<file path="src/rtl/mpeg_audio_frame_sync_finder_defines.svh">
// ----------------------------------------------------------------------------
// mpeg audio frame sync finder assertion macros
// concurrent assertion wrappers, empty when SYNTHESIS is defined
// ----------------------------------------------------------------------------
`ifndef MPEG_AUDIO_FRAME_SYNC_FINDER_DEFINES_SVH
`define MPEG_AUDIO_FRAME_SYNC_FINDER_DEFINES_SVH

`ifndef SYNTHESIS

// same-cycle implication
`define MAFS_ASSERT_IMP(lbl, clk, rstn, ante, cons) \
    lbl: assert property (@(posedge clk) disable iff (!rstn) (ante) |-> (cons)) \
        else $error("assertion failed");

// next-cycle implication
`define MAFS_ASSERT_NXT(lbl, clk, rstn, ante, cons) \
    lbl: assert property (@(posedge clk) disable iff (!rstn) (ante) |=> (cons)) \
        else $error("assertion failed");

`else

`define MAFS_ASSERT_IMP(lbl, clk, rstn, ante, cons)
`define MAFS_ASSERT_NXT(lbl, clk, rstn, ante, cons)

`endif

`endif

</file>
<file path="src/rtl/mafs_pkg.sv">
// ----------------------------------------------------------------------------
// mafs_pkg
// shared types, header field codes and rate tables of the frame sync finder
// ----------------------------------------------------------------------------
`timescale 1ns / 1ps

package mafs_pkg;

    // header field codes
    localparam logic [7:0]  SYNC_BYTE  = 8'hFF;
    localparam logic [7:0]  SYNC_MASK  = 8'hE0;
    localparam logic [1:0]  VER_RSVD   = 2'd1;
    localparam logic [1:0]  VER_MPEG1  = 2'd3;
    localparam logic [1:0]  LAYER_III  = 2'd1;
    localparam logic [1:0]  SRI_RSVD   = 2'd3;
    localparam logic [1:0]  MODE_MONO  = 2'd3;
    localparam logic [3:0]  BRI_FREE   = 4'd0;
    localparam logic [3:0]  BRI_BAD    = 4'd15;

    // frame constants
    localparam logic [17:0] COEF_MPEG1 = 18'd144000;
    localparam logic [17:0] COEF_MPEG2 = 18'd72000;
    localparam logic [10:0] SPF_MPEG1  = 11'd1152;
    localparam logic [10:0] SPF_MPEG2  = 11'd576;
    localparam logic [1:0]  CH_MONO    = 2'd1;
    localparam logic [1:0]  CH_STEREO  = 2'd2;

    // classified header passed from front to back
    typedef struct packed {
        logic       found;
        logic [1:0] ver;
        logic [3:0] bri;
        logic [1:0] sri;
        logic       pad;
        logic [1:0] mode;
    } t_hdr;

    // queue status seen by both sides
    typedef struct packed {
        logic full;
        logic empty;
    } t_qstat;

    // result beat, first field in the highest bits
    typedef struct packed {
        logic [1:0]  chan;
        logic [10:0] spf;
        logic [10:0] fsz;
        logic [8:0]  kbps;
        logic [15:0] rate;
        logic [31:0] offset;
        logic        found;
    } t_result;

    // sample rate from version and rate index
    function automatic logic [15:0] f_rate(input logic [1:0] ver, input logic [1:0] sri);
        logic [15:0] v;
        v = 16'd0;
        case (ver)
            2'd0: begin
                case (sri)
                    2'd0:    v = 16'd11025;
                    2'd1:    v = 16'd12000;
                    2'd2:    v = 16'd8000;
                    default: v = 16'd0;
                endcase
            end
            2'd2: begin
                case (sri)
                    2'd0:    v = 16'd22050;
                    2'd1:    v = 16'd24000;
                    2'd2:    v = 16'd16000;
                    default: v = 16'd0;
                endcase
            end
            2'd3: begin
                case (sri)
                    2'd0:    v = 16'd44100;
                    2'd1:    v = 16'd48000;
                    2'd2:    v = 16'd32000;
                    default: v = 16'd0;
                endcase
            end
            default: v = 16'd0;
        endcase
        return v;
    endfunction

    // layer iii bitrate in kbit/s
    function automatic logic [8:0] f_kbps(input logic mpeg1, input logic [3:0] bri);
        logic [8:0] v;
        v = 9'd0;
        if (mpeg1) begin
            case (bri)
                4'd1:    v = 9'd32;
                4'd2:    v = 9'd40;
                4'd3:    v = 9'd48;
                4'd4:    v = 9'd56;
                4'd5:    v = 9'd64;
                4'd6:    v = 9'd80;
                4'd7:    v = 9'd96;
                4'd8:    v = 9'd112;
                4'd9:    v = 9'd128;
                4'd10:   v = 9'd160;
                4'd11:   v = 9'd192;
                4'd12:   v = 9'd224;
                4'd13:   v = 9'd256;
                4'd14:   v = 9'd320;
                default: v = 9'd0;
            endcase
        end else begin
            case (bri)
                4'd1:    v = 9'd8;
                4'd2:    v = 9'd16;
                4'd3:    v = 9'd24;
                4'd4:    v = 9'd32;
                4'd5:    v = 9'd40;
                4'd6:    v = 9'd48;
                4'd7:    v = 9'd56;
                4'd8:    v = 9'd64;
                4'd9:    v = 9'd80;
                4'd10:   v = 9'd96;
                4'd11:   v = 9'd112;
                4'd12:   v = 9'd128;
                4'd13:   v = 9'd144;
                4'd14:   v = 9'd160;
                default: v = 9'd0;
            endcase
        end
        return v;
    endfunction

endpackage

</file>
<file path="src/rtl/mpeg_audio_frame_sync_finder.sv">
// ----------------------------------------------------------------------------
// mpeg_audio_frame_sync_finder
// locates the first layer iii frame header in a byte stream and reports it
// ----------------------------------------------------------------------------
// throughput: one byte beat per cycle, input stalls only while the queue holds two results
// a result beat follows the byte ending the search through the queue, the multiply
//   state and the 11-step divider; the divider is skipped when nothing was found
// a second search may start at once; the two-entry queue holds its result
// reset: synchronous active low, block idles until a byte with search start
// ----------------------------------------------------------------------------
`timescale 1ns / 1ps

module mpeg_audio_frame_sync_finder #(
    parameter int SEARCH_LIMIT = 65536
) (
    input  logic        i_clk,
    input  logic        i_rst_n,
    // byte stream
    input  logic        s_tvalid,
    output logic        s_tready,
    input  logic [7:0]  s_tdata,    // [7:0] data_byte
    input  logic        s_tuser,    // [0] search_start
    input  logic        s_tlast,    // stream_end
    // result stream
    output logic        m_tvalid,
    input  logic        m_tready,
    output logic [87:0] m_tdata,    // [0] found, [32:1] sync_offset,
                                    // [48:33] srate, [57:49] kbit_rate,
                                    // [68:58] frame_len,
                                    // [79:69] frame_samples,
                                    // [81:80] chan_num, [87:82] zero
    // configuration
    input  logic        psel,
    input  logic        penable,
    input  logic        pwrite,
    input  logic [2:0]  paddr,
    input  logic [31:0] pwdata,
    output logic [31:0] prdata,
    output logic        pready
);
    import mafs_pkg::*;

    localparam int       CNT_W    = $clog2(SEARCH_LIMIT + 4);
    localparam int       QW       = $bits(t_hdr) + CNT_W;
    localparam logic     REG_BASE = 1'b0;

    logic [30:0]      r_base;
    t_qstat           w_qstat;
    logic             w_push;
    t_hdr             w_hdr_in;
    logic [CNT_W-1:0] w_idx_in;
    logic [QW-1:0]    w_qout;
    t_hdr             w_hdr_out;
    logic [CNT_W-1:0] w_idx_out;
    logic             w_pop;
    t_result          w_res;

    // configuration register
    assign pready = 1'b1;
    assign prdata = (paddr[2] == REG_BASE) ? {1'b0, r_base} : 32'd0;

    always_ff @(posedge i_clk) begin
        if (!i_rst_n) begin
            r_base <= 31'd0;
        end else if (psel && penable && pwrite && pready && (paddr[2] == REG_BASE)) begin
            r_base <= pwdata[30:0];
        end
    end

    // front: window and classification
    mafs_front #(
        .SEARCH_LIMIT(SEARCH_LIMIT),
        .CNT_W(CNT_W)
    ) u_front (
        .i_clk(i_clk),
        .i_rst_n(i_rst_n),
        .i_valid(s_tvalid),
        .o_ready(s_tready),
        .i_byte(s_tdata),
        .i_start(s_tuser),
        .i_end(s_tlast),
        .i_qstat(w_qstat),
        .o_push(w_push),
        .o_hdr(w_hdr_in),
        .o_idx(w_idx_in)
    );

    // descriptor queue
    mafs_queue #(
        .W(QW)
    ) u_queue (
        .i_clk(i_clk),
        .i_rst_n(i_rst_n),
        .i_push(w_push),
        .i_data({w_hdr_in, w_idx_in}),
        .i_pop(w_pop),
        .o_data(w_qout),
        .o_qstat(w_qstat)
    );

    assign w_hdr_out = w_qout[QW-1:CNT_W];
    assign w_idx_out = w_qout[CNT_W-1:0];

    // back: frame arithmetic and result beat
    mafs_back #(
        .IDX_W(CNT_W)
    ) u_back (
        .i_clk(i_clk),
        .i_rst_n(i_rst_n),
        .i_qstat(w_qstat),
        .i_hdr(w_hdr_out),
        .i_idx(w_idx_out),
        .o_pop(w_pop),
        .i_base(r_base),
        .o_valid(m_tvalid),
        .i_ready(m_tready),
        .o_res(w_res)
    );

    assign m_tdata = {6'd0, w_res};

endmodule

</file>
<file path="src/rtl/mafs_front.sv">
// ----------------------------------------------------------------------------
// mafs_front
// byte window, search counter and header classification, one byte per cycle while the queue has room
// ----------------------------------------------------------------------------
`timescale 1ns / 1ps

module mafs_front #(
    parameter int SEARCH_LIMIT = 65536,
    parameter int CNT_W        = 17
) (
    input  logic                 i_clk,
    input  logic                 i_rst_n,
    input  logic                 i_valid,
    output logic                 o_ready,
    input  logic [7:0]           i_byte,
    input  logic                 i_start,
    input  logic                 i_end,
    input  mafs_pkg::t_qstat     i_qstat,
    output logic                 o_push,
    output mafs_pkg::t_hdr       o_hdr,
    output logic [CNT_W-1:0]     o_idx
);
    import mafs_pkg::*;

    localparam logic [CNT_W-1:0] WIN_N  = CNT_W'(4);
    localparam logic [CNT_W-1:0] LAST_N = CNT_W'(SEARCH_LIMIT + 3);

    logic [23:0]      r_win;
    logic [CNT_W-1:0] r_cnt;
    logic             r_done;

    logic             w_acc;
    logic             w_active;
    logic [23:0]      w_win;
    logic [CNT_W-1:0] w_n;
    logic             w_full_win;
    logic [7:0]       w_b0;
    logic [7:0]       w_b1;
    logic [7:0]       w_b2;
    logic             w_valid_hdr;
    logic             w_hit;
    logic             w_finish;

    // a beat is taken whenever the queue has room
    assign o_ready = !i_qstat.full;
    assign w_acc   = i_valid && !i_qstat.full;

    // search start clears the window and count in the same beat
    always_comb begin
        w_active   = i_start || !r_done;
        w_win      = i_start ? 24'd0 : r_win;
        w_n        = (i_start ? '0 : r_cnt) + CNT_W'(1);
        w_full_win = (w_n >= WIN_N);
        w_b0       = w_win[23:16];
        w_b1       = w_win[15:8];
        w_b2       = w_win[7:0];
    end

    // header classification
    always_comb begin
        w_valid_hdr = (w_b0 == SYNC_BYTE) && ((w_b1 & SYNC_MASK) == SYNC_MASK)
                   && (w_b1[4:3] != VER_RSVD) && (w_b1[2:1] == LAYER_III)
                   && (w_b2[7:4] != BRI_FREE) && (w_b2[7:4] != BRI_BAD)
                   && (w_b2[3:2] != SRI_RSVD);
        w_hit       = w_full_win && w_valid_hdr;
        w_finish    = !w_hit && ((w_full_win && (w_n >= LAST_N)) || i_end);
    end

    // descriptor to the queue
    assign o_push     = w_acc && w_active && (w_hit || w_finish);
    assign o_hdr.found = w_hit;
    assign o_hdr.ver  = w_b1[4:3];
    assign o_hdr.bri  = w_b2[7:4];
    assign o_hdr.sri  = w_b2[3:2];
    assign o_hdr.pad  = w_b2[1];
    assign o_hdr.mode = i_byte[7:6];
    assign o_idx      = w_n - WIN_N;

    // window and search state
    always_ff @(posedge i_clk) begin
        if (!i_rst_n) begin
            r_win  <= 24'd0;
            r_cnt  <= '0;
            r_done <= 1'b1;
        end else if (w_acc && w_active) begin
            r_win  <= {w_win[15:0], i_byte};
            r_cnt  <= w_n;
            r_done <= w_hit || w_finish;
        end
    end

endmodule

</file>
<file path="src/rtl/mafs_queue.sv">
// ----------------------------------------------------------------------------
// mafs_queue
// two-entry descriptor queue between the front and the back
// ----------------------------------------------------------------------------
`timescale 1ns / 1ps

module mafs_queue #(
    parameter int W = 30
) (
    input  logic             i_clk,
    input  logic             i_rst_n,
    input  logic             i_push,
    input  logic [W-1:0]     i_data,
    input  logic             i_pop,
    output logic [W-1:0]     o_data,
    output mafs_pkg::t_qstat o_qstat
);
    import mafs_pkg::*;

    logic [W-1:0] r_mem [0:1];
    logic         r_wp;
    logic         r_rp;
    logic [1:0]   r_cnt;
    logic         w_wr;
    logic         w_rd;

    assign o_qstat.full  = (r_cnt == 2'd2);
    assign o_qstat.empty = (r_cnt == 2'd0);
    assign w_wr          = i_push && !o_qstat.full;
    assign w_rd          = i_pop && !o_qstat.empty;
    assign o_data        = r_mem[r_rp];

    // storage
    always_ff @(posedge i_clk) begin
        if (w_wr) begin
            r_mem[r_wp] <= i_data;
        end
    end

    // pointers and fill level
    always_ff @(posedge i_clk) begin
        if (!i_rst_n) begin
            r_wp  <= 1'b0;
            r_rp  <= 1'b0;
            r_cnt <= 2'd0;
        end else begin
            if (w_wr) begin
                r_wp <= !r_wp;
            end
            if (w_rd) begin
                r_rp <= !r_rp;
            end
            case ({w_wr, w_rd})
                2'b10:   r_cnt <= r_cnt + 2'd1;
                2'b01:   r_cnt <= r_cnt - 2'd1;
                default: r_cnt <= r_cnt;
            endcase
        end
    end

endmodule

</file>
<file path="src/rtl/mafs_back.sv">
// ----------------------------------------------------------------------------
// mafs_back
// rate lookup, frame size multiply and divide, result output register
// ----------------------------------------------------------------------------
`timescale 1ns / 1ps
`include "mpeg_audio_frame_sync_finder_defines.svh"

module mafs_back #(
    parameter int IDX_W = 17
) (
    input  logic              i_clk,
    input  logic              i_rst_n,
    input  mafs_pkg::t_qstat  i_qstat,
    input  mafs_pkg::t_hdr    i_hdr,
    input  logic [IDX_W-1:0]  i_idx,
    output logic              o_pop,
    input  logic [30:0]       i_base,
    output logic              o_valid,
    input  logic              i_ready,
    output mafs_pkg::t_result o_res
);
    import mafs_pkg::*;

    typedef enum logic [3:0] {
        S_IDLE = 4'b0001,
        S_MUL  = 4'b0010,
        S_DIV  = 4'b0100,
        S_OUT  = 4'b1000
    } t_state;

    localparam logic [3:0] TOP_BIT = 4'd10;

    t_state           r_state;
    t_hdr             r_hdr;
    logic [IDX_W-1:0] r_idx;
    t_result          r_res;
    logic [25:0]      r_rem;
    logic [15:0]      r_rate;
    logic [10:0]      r_q;
    logic [3:0]       r_bit;

    logic             w_mpeg1;
    logic [15:0]      w_rate;
    logic [8:0]       w_kbps;
    logic [17:0]      w_coef;
    logic [26:0]      w_prod;
    logic [26:0]      w_sh;
    logic             w_ge;
    logic [25:0]      n_rem;
    logic [10:0]      n_q;

    // table lookups and product of the held header
    always_comb begin
        w_mpeg1 = (r_hdr.ver == VER_MPEG1);
        w_rate  = f_rate(r_hdr.ver, r_hdr.sri);
        w_kbps  = f_kbps(w_mpeg1, r_hdr.bri);
        w_coef  = w_mpeg1 ? COEF_MPEG1 : COEF_MPEG2;
        w_prod  = w_coef * w_kbps;
    end

    // one quotient bit per cycle, quotient fits in eleven bits
    always_comb begin
        w_sh  = 27'(r_rate) << r_bit;
        w_ge  = ({1'b0, r_rem} >= w_sh);
        n_rem = w_ge ? (r_rem - w_sh[25:0]) : r_rem;
        n_q   = r_q;
        n_q[r_bit] = w_ge;
    end

    assign o_pop   = (r_state == S_IDLE) && !i_qstat.empty;
    assign o_valid = (r_state == S_OUT);
    assign o_res   = r_res;

    // sequencer
    always_ff @(posedge i_clk) begin
        if (!i_rst_n) begin
            r_state <= S_IDLE;
        end else begin
            unique case (r_state)
                S_IDLE: begin
                    if (!i_qstat.empty) begin
                        r_state <= S_MUL;
                    end
                end
                S_MUL: begin
                    r_state <= r_hdr.found ? S_DIV : S_OUT;
                end
                S_DIV: begin
                    if (r_bit == 4'd0) begin
                        r_state <= S_OUT;
                    end
                end
                S_OUT: begin
                    if (i_ready) begin
                        r_state <= S_IDLE;
                    end
                end
                default: r_state <= S_IDLE;
            endcase
        end
    end

    // datapath
    always_ff @(posedge i_clk) begin
        case (r_state)
            S_IDLE: begin
                r_hdr <= i_hdr;
                r_idx <= i_idx;
            end
            S_MUL: begin
                r_rem  <= w_prod[25:0];
                r_rate <= w_rate;
                r_q    <= 11'd0;
                r_bit  <= TOP_BIT;
                if (r_hdr.found) begin
                    r_res.found  <= 1'b1;
                    r_res.offset <= 32'(i_base) + 32'(r_idx);
                    r_res.rate   <= w_rate;
                    r_res.kbps   <= w_kbps;
                    r_res.fsz    <= 11'd0;
                    r_res.spf    <= w_mpeg1 ? SPF_MPEG1 : SPF_MPEG2;
                    r_res.chan   <= (r_hdr.mode == MODE_MONO) ? CH_MONO : CH_STEREO;
                end else begin
                    r_res <= '0;
                end
            end
            S_DIV: begin
                r_rem <= n_rem;
                r_q   <= n_q;
                r_bit <= r_bit - 4'd1;
                if (r_bit == 4'd0) begin
                    r_res.fsz <= n_q + 11'(r_hdr.pad);
                end
            end
            default: begin
                r_rem <= r_rem;
            end
        endcase
    end

    // checks
    `MAFS_ASSERT_IMP(a_notfound_zero, i_clk, i_rst_n, o_valid && !r_res.found, (r_res.offset == 32'd0) && (r_res.rate == 16'd0) && (r_res.kbps == 9'd0) && (r_res.fsz == 11'd0) && (r_res.spf == 11'd0) && (r_res.chan == 2'd0))
    `MAFS_ASSERT_IMP(a_div_range, i_clk, i_rst_n, r_state == S_DIV, r_bit <= TOP_BIT)
    `MAFS_ASSERT_NXT(a_pop_to_mul, i_clk, i_rst_n, o_pop, r_state == S_MUL)
    `MAFS_ASSERT_IMP(a_found_spf, i_clk, i_rst_n, o_valid && r_res.found, (r_res.spf == SPF_MPEG1) || (r_res.spf == SPF_MPEG2))

endmodule
</file>
<file path="config.mk">
export PLATFORM = sky130hd
export DESIGN_NAME = mpeg_audio_frame_sync_finder
export DESIGN_NICKNAME = d
export VERILOG_FILES = /design/src/rtl/mafs_pkg.sv /design/src/rtl/mpeg_audio_frame_sync_finder.sv /design/src/rtl/mafs_front.sv /design/src/rtl/mafs_queue.sv /design/src/rtl/mafs_back.sv
export VERILOG_INCLUDE_DIRS = /design/src /design/src/rtl
export SDC_FILE = /design/constraint.sdc
export NUM_CORES = 1
export LEC_CHECK = 0
export BUFFER_PORTS_ARGS = -buffer_cell sky130_fd_sc_hd__buf_2
export CORE_UTILIZATION = 61
export CTS_BUF_LIST = sky130_fd_sc_hd__clkbuf_16
export DETAILED_ROUTE_END_ITERATION = 7
export PLACE_DENSITY = 0.89
export SLEW_MARGIN = 15
export SYNTH_ARGS = -nofsm -noshare
export SYNTH_HDL_FRONTEND = slang
export SYNTH_HIERARCHICAL = 1
export SYNTH_SLANG_ARGS = --single-unit
</file>
<file path="constraint.sdc">
create_clock -name i_clk -period 7.8 [get_ports i_clk]
set_input_delay 1.56 -clock i_clk [delete_from_list [all_inputs] [get_ports i_clk]]
set_output_delay 1.56 -clock i_clk [all_outputs]
set_load 0.03 [all_outputs]
</file>
After elaboration in Yosys (flattened, before gate mapping). Memory sizes are Yosys's and may differ from the RTL's. A register that Yosys moved wholly into a read port is not among the register bits. Index checks and enable logic that the tools add are counted.

Equal/unequal tests: 22. Bitwise logic cells: 1. Order comparisons: 5. Reductions and logical operators: 38. Add/subtract/negate cells: 8. Shift operators: 1. Muxes and demuxes: 29. $mul: 1.

Operator list (number): $pmux W16 S3 (2); $pmux W26 S2 (1); $pmux W15 S3 (1); $pmux W11 S2 (2); $pmux W14 S3 (1); $add A31 B17 Y32 (1); $mux W31 (1); $ge A26 B27 Y1 (1); $shl A16 B4 Y27 (1); $mul A18 B9 Y26 (1); $mux W26 (1); $sub A26 B26 Y26 (1); $mux W24 (1); $mux W11 (2); $logic_and A1 B1 Y1 (19); $mux W18 (1); $add A17 B1 Y17 const B (1); $ge A17 B17 Y1 const B (1); $ge A17 B3 Y1 const B (1); $mux W17 (1); $sub A17 B3 Y17 const B (1); $mux W4 (4); $pmux W4 S4 (1); $eq A2 B2 Y1 const B (6); other kinds (32) (52).

Memories kept: 3. Register bits: 220. Memory bits (read-only): 176. RAM bits: 58. Word-level logic and storage cells: 127.

Memory list: (name not given) (words 16, bits a word 6, read ports 1, clocked after Yosys merged registers in 0, wr ports 0, RTL line mafs_pkg.sv:94) `case (bri)`; (name not given) (words 16, bits a word 5, read ports 1, clocked after Yosys merged registers in 0, wr ports 0, RTL line mafs_pkg.sv:112) `case (bri)`; u_queue.r_mem (words 2, bits a word 29, read ports 1, clocked after Yosys merged registers in 1, wr ports 1, RTL line mafs_queue.sv:20) `logic [W-1:0] r_mem [0:1];`.

Depth between registers and ports, before layout.
Depth after elaboration: 16. Gate-level depth with buffers: 26. Depth with buffers taken out: 23.

Hierarchy. Netlist, hierarchy kept.

Modules (own cells, without submodules): mafs_back (instances 1, area each 11543.6 sq um, cells an instance 1162); mafs_front (instances 1, area each 2755.1 sq um, cells an instance 361); mafs_queue (instances 1, area each 2319.7 sq um, cells an instance 116); mpeg_audio_frame_sync_finder (instances 1, area each 1547.7 sq um, cells an instance 180).

Worst setup path before layout. OpenSTA, ideal clock, no wires.

Path kind: input to register. From: in s_tuser. To: mem u_queue/r_mem[0][0] (netlist bit), enable pin. Arrival time: 5.165 ns. Buffers on the path: 3. Data required time: 7.416 ns. Cell stages on the path: 15. Slack: 2.252 ns. Library setup time: 0.384 ns. Path through: clkbuf_1 -> clkbuf_1 -> buf_1 -> nor2b_1 -> ha_1 -> nand2_1 -> nor3_1 -> a311oi_1 -> a2111oi_4 -> nand3b_4 -> o32ai_2 -> a21oi_1 -> inv_1 -> or3_1 -> inv_1.

Word-level cells in the longest chain between the ends: 16. Elaborated cells on any way between the ends: 30.

RTL lines: from (decl) (RTL line mpeg_audio_frame_sync_finder.sv:22) `input logic s_tuser,`; branches (longest 12 deep; another with $add A17 B1 Y17); $logic_and A1 B1 Y1 (*) (RTL line mafs_front.sv:70) `assign o_push = w_acc && w_active && (w_hit || w_finish);`; named net w_push (RTL line mpeg_audio_frame_sync_finder.sv:49) `logic w_push;`; $logic_and A1 B1 Y1 (*) (RTL line mafs_queue.sv:29) `assign w_wr = i_push && !o_qstat.full;`; $mux W1 (*) (RTL line mafs_queue.sv:35) `if (w_wr) begin`; $mux W1 (implied by the code) (*) (RTL line mafs_queue.sv:36) `r_mem[r_wp] <= i_data;`; to (decl) (RTL line mafs_queue.sv:20).

Mark *: on every way through the listed nets, which the timed path passes.

Worst setup path after layout.
From: reg u_back.r_bit[1]. To: reg u_back.r_res (netlist bit u_back/o_res[68]) (data pin).

Word-level cells in the longest chain between the ends: 8. Elaborated cells on any way between the ends: 11.

RTL lines: from (decl) (RTL line mafs_back.sv:40) `logic [3:0] r_bit;`; from (signal assigned) (RTL line mafs_back.sv:130) `r_bit <= r_bit - 4'd1;`; branches (longest 4 deep; another with $ge A26 B27 Y1); $bwmux W11 (*) (RTL line mafs_back.sv:67) `n_q[r_bit] = w_ge;`; named net u_back.n_q[0] (RTL line mafs_back.sv:50) `logic [10:0] n_q;`; $add A11 B1 Y11 (*) (RTL line mafs_back.sv:132) `r_res.fsz <= n_q + 11'(r_hdr.pad);`; $mux W11 (*) (RTL line mafs_back.sv:131) `if (r_bit == 4'd0) begin`; $pmux W11 S2 (*) (RTL line mafs_back.sv:105) `case (r_state)`; to (decl) (RTL line mafs_back.sv:36) `t_result r_res;`.

Mark *: on every way through the listed nets, which the timed path passes. The select of a mux whose other input is x is not followed. A chain may end at the register's enable or synchronous reset.

==> run_results.csv <==
group,metric,value,unit
power,vdd_drop_max,0.237,mV
cells_and_area,n_fill_cell,2083,
drt,dr.pass1.iters,5,
cts,cts_made_buffers,34,
setup_path,crit_required,8.07,ns
sta,fin_setup_tns,0,ns
min_path,min_path_type,"flop to flop",
sta,skew,0.0344,ns
cts,cts.path.max_buffers,3,
drt,drt.antenna.violating_nets,0,
cells_and_area,fin_nets,2102,
run,max-cap-violations,0,
cts,clkLatencyLatePin,0.54,ns
setup_path,start_kind,"flop",
drt,drtIter0Drc,1488,
min_path,hold_end,"u_front/r_win[0]",
die,die_h,175,µm
sta,fin_crit,6.49,ns
synth,synth_commonest_cells,"nand2_1, edfxtp_1, nor2_1",
sta,grt_setup_unrepaired,"false",
drt,drc,0,
sta,fin_ws,1.31,ns
cells_and_area,syn2layout_area_growth,10.6,%
min_path,min_path_cells,2,
drt,via_per_inst,5.98,
setup_path,worst_r2r_path_depth,20,
setup_path,cp-end-kind,"flop",
synth,yosys_warnings,6,
synth,synth_enable_flop_cells,210,
synth,mappedNetlistArea,0.0182,mm²
cells_and_area,n_antenna_cell,0,
min_path,hold_start,"u_front/r_win[0]",
cells_and_area,final-seq-area,0.00817,mm²
synth,ys_ff_latch,303,
drt,vias,13900,
die,start_util,0.626,
die,dieArea,0.0305,mm²
placed_design,dp_slack,1.60,ns
sta,finalSetupViolCount,0,
placed_design,port-buffer-count,152,
synth,yosysUniqueCellTypes,92,
die,coreArea,0.0290,mm²
synth,ys_seq_area_frac,0.450,
setup_path,reg2reg_slack,1.31,ns
sta,final-hold-violation-count,0,
power,p_leak,8.09,nW
cts,postCtsSetupBuffers,0,
power,powerDensity,310,mW/mm²
setup_path,path_class,"flop to flop",
synth,synth_cells,1819,
grt,antenna_found_initial,1,
cts,clkTransAtPathRegs,0.06,ns
setup_path,crit_path_max_fanout,26,
die,core.rowCount,62,
cts,cts_root_buf,"clkbuf_16",
cts,cts_resized,0,
setup_path,crit_arrival,6.76,ns
grt,grt_first_pass_wirelength,66000,µm
grt,grt_util_all_layers,0.268,
grt,grt_max_degree,96,
synth,synth_ff_type,"edfxtp_1",
cells_and_area,multi_input_area,0.00910,mm²
drt,wl_per_cell,17.6,µm
die,ios,175,
synth,yosysMostFrequentCell,"nand2_1",
grt,grt_pass1_vias,13300,
sta,period_share,0.832,
cts,cts.htree.levels,2,
synth,synth_area_leaders,"edfxtp_1, dfxtp_1, ha_1, nand2_1, mux2i_1",
placed_design,gp_congestion,0.950,
sta,maxSlewViolCount,0,
sta,fmax,154,MHz
sta,tightestPinTransition,1.14,ns
synth,synth_area_per_cell,9.99,µm²
setup_path,r2r_start,"u_back/r_bit[1]",
synth,async_flop_share,0,
cts,hold_buffers,0,
status,status,"finished, final reports clean",
grt,gr-total-overflow,0,
cells_and_area,drive_gt1_frac,0.156,
placed_design,hpwl,28600,µm
drt,routed_wl,41100,µm
cts,cts_tree,"yes",
die,fp.dieW,175,µm
setup_path,reg2reg_to,"u_back/o_res[68]",
synth,synth_top_area_cell,"edfxtp_1",
cts,clkSinkCount,303,
sta,relSlewSlack,0.238,
synth,netlist.area_leader.share,0.347,
-- final cells by class --
type / instances / area share
Clock buffer: 34 / 0.0424
Clock inverter: 28 / 0.0145
Inverter: 84 / 0.0157
Multi-Input combinational cell: 1334 / 0.453
Sequential cell: 303 / 0.407
Tap cell: 384 / 0.0239
Timing Repair Buffer: 167 / 0.0436
-- power breakdown --
part | total [mW] | internal, mW | switching, mW
Clock | 1.62 | 0.947 | 0.674
Combinational | 2.46 | 0.938 | 1.52
Sequential | 2.14 | 2.03 | 0.117
-- cells by family (layout without fill, tap and decap cells) --
| group | Yosys count | after routing | synth area share |
|---|---|---|---|
| other cells | 4 | 28 | 0.000826 |
| xor+xnor | 72 | 72 | 0.0347 |
| compound gates | 340 | 340 | 0.123 |
| buf+inv | 206 | 313 | 0.0551 |
| mux | 106 | 106 | 0.0628 |
| flops | 303 | 303 | 0.450 |
| fa+ha+maj | 126 | 126 | 0.0950 |
| simple gates | 662 | 662 | 0.179 |
-- placed cells by master (no fill, tap or decap), drive strengths merged, types with 44 or more instances in the layout --
cell    count
nand2     232
edfxtp    210
nor2b      78
dfxtp      93
o21ai      79
mux2i      60
mux2       44
buf       167
nand3      44
nor2      127
ha        106
a21oi     105
inv        94
-- through the flow --
step                      instance area (µm²)  power (mW)  instances   util  hold slack [ns]
final                                   20100        6.22       2334  0.692            0.464
after global routing                    20100        6.58       2334  0.692            0.494
after CTS                               20100        6.21       2334  0.692            0.468
after detailed placement                18900        4.56       2272  0.653            0.460
after global placement                  18900        4.41       2272  0.653            0.448
after floorplan                         18300        3.97       1843      -            0.439
-- layer usage --
metal | vias up | share of wire | global-route usage
met2 | 582 | 0.49 | 0.457
met1 | 6691 | 0.42 | 0.354
li1 | 6590 | - | -
met4 | 0 | 0.025 | 0.0841
met3 | 85 | 0.066 | 0.0361
met5 | - | 0 | 0
-- critical path, cell delays in order (launching register included) --
cell and delay [ns]:
edfxtp_1 0.90, inv_1 0.46, o21ai_0 0.53, mux2i_1 0.18
or2_2 0.32, ha_1 0.35, nand3_1 0.12, nor4_1 0.45
nor2_1 0.08, and4_4 0.22, o21ai_2 0.46, nand2_1 0.17
o21ai_0 0.28, ha_1 0.26, ha_1 0.16, inv_1 0.07
nor3_1 0.25, o31ai_1 0.20, a211oi_2 0.29, nand3_1 0.14
mux2_1 0.33
-- how the worst max path moves through the flow --
stage	slack [ns]	end	start
4_1_cts	1.55	u_back/o_res[68]	u_back/r_bit[1]
3_5_place_dp	1.60	u_queue/r_mem[0][10]	s_tuser
2_1_floorplan	2.25	u_queue/r_mem[0][0]	s_tuser
6_report	1.31	u_back/o_res[68]	u_back/r_bit[1]
5_1_grt	0.85	u_back/o_res[68]	u_back/r_bit[1]
3_3_place_gp	1.74	u_queue/r_mem[0][10]	s_tuser
-- sequential cells by signal, indices dropped and copies added (netlist names), 2 cells and up, named ones only --
| register | cells |
|---|---|
| u_back/o_res | 68 |
| u_queue/r_mem | 58 |
| r_base | 31 |
| u_back/r_rem | 26 |
| u_front/r_win | 24 |
| u_back/r_idx | 17 |
| u_front/r_cnt | 17 |
| u_back/r_rate | 14 |
| u_back/r_hdr | 12 |
| u_back/r_q | 11 |
| u_back/r_bit | 4 |
| u_back/r_state | 4 |
| u_queue/r_cnt | 2 |
(Power assumes the default switching activity.)
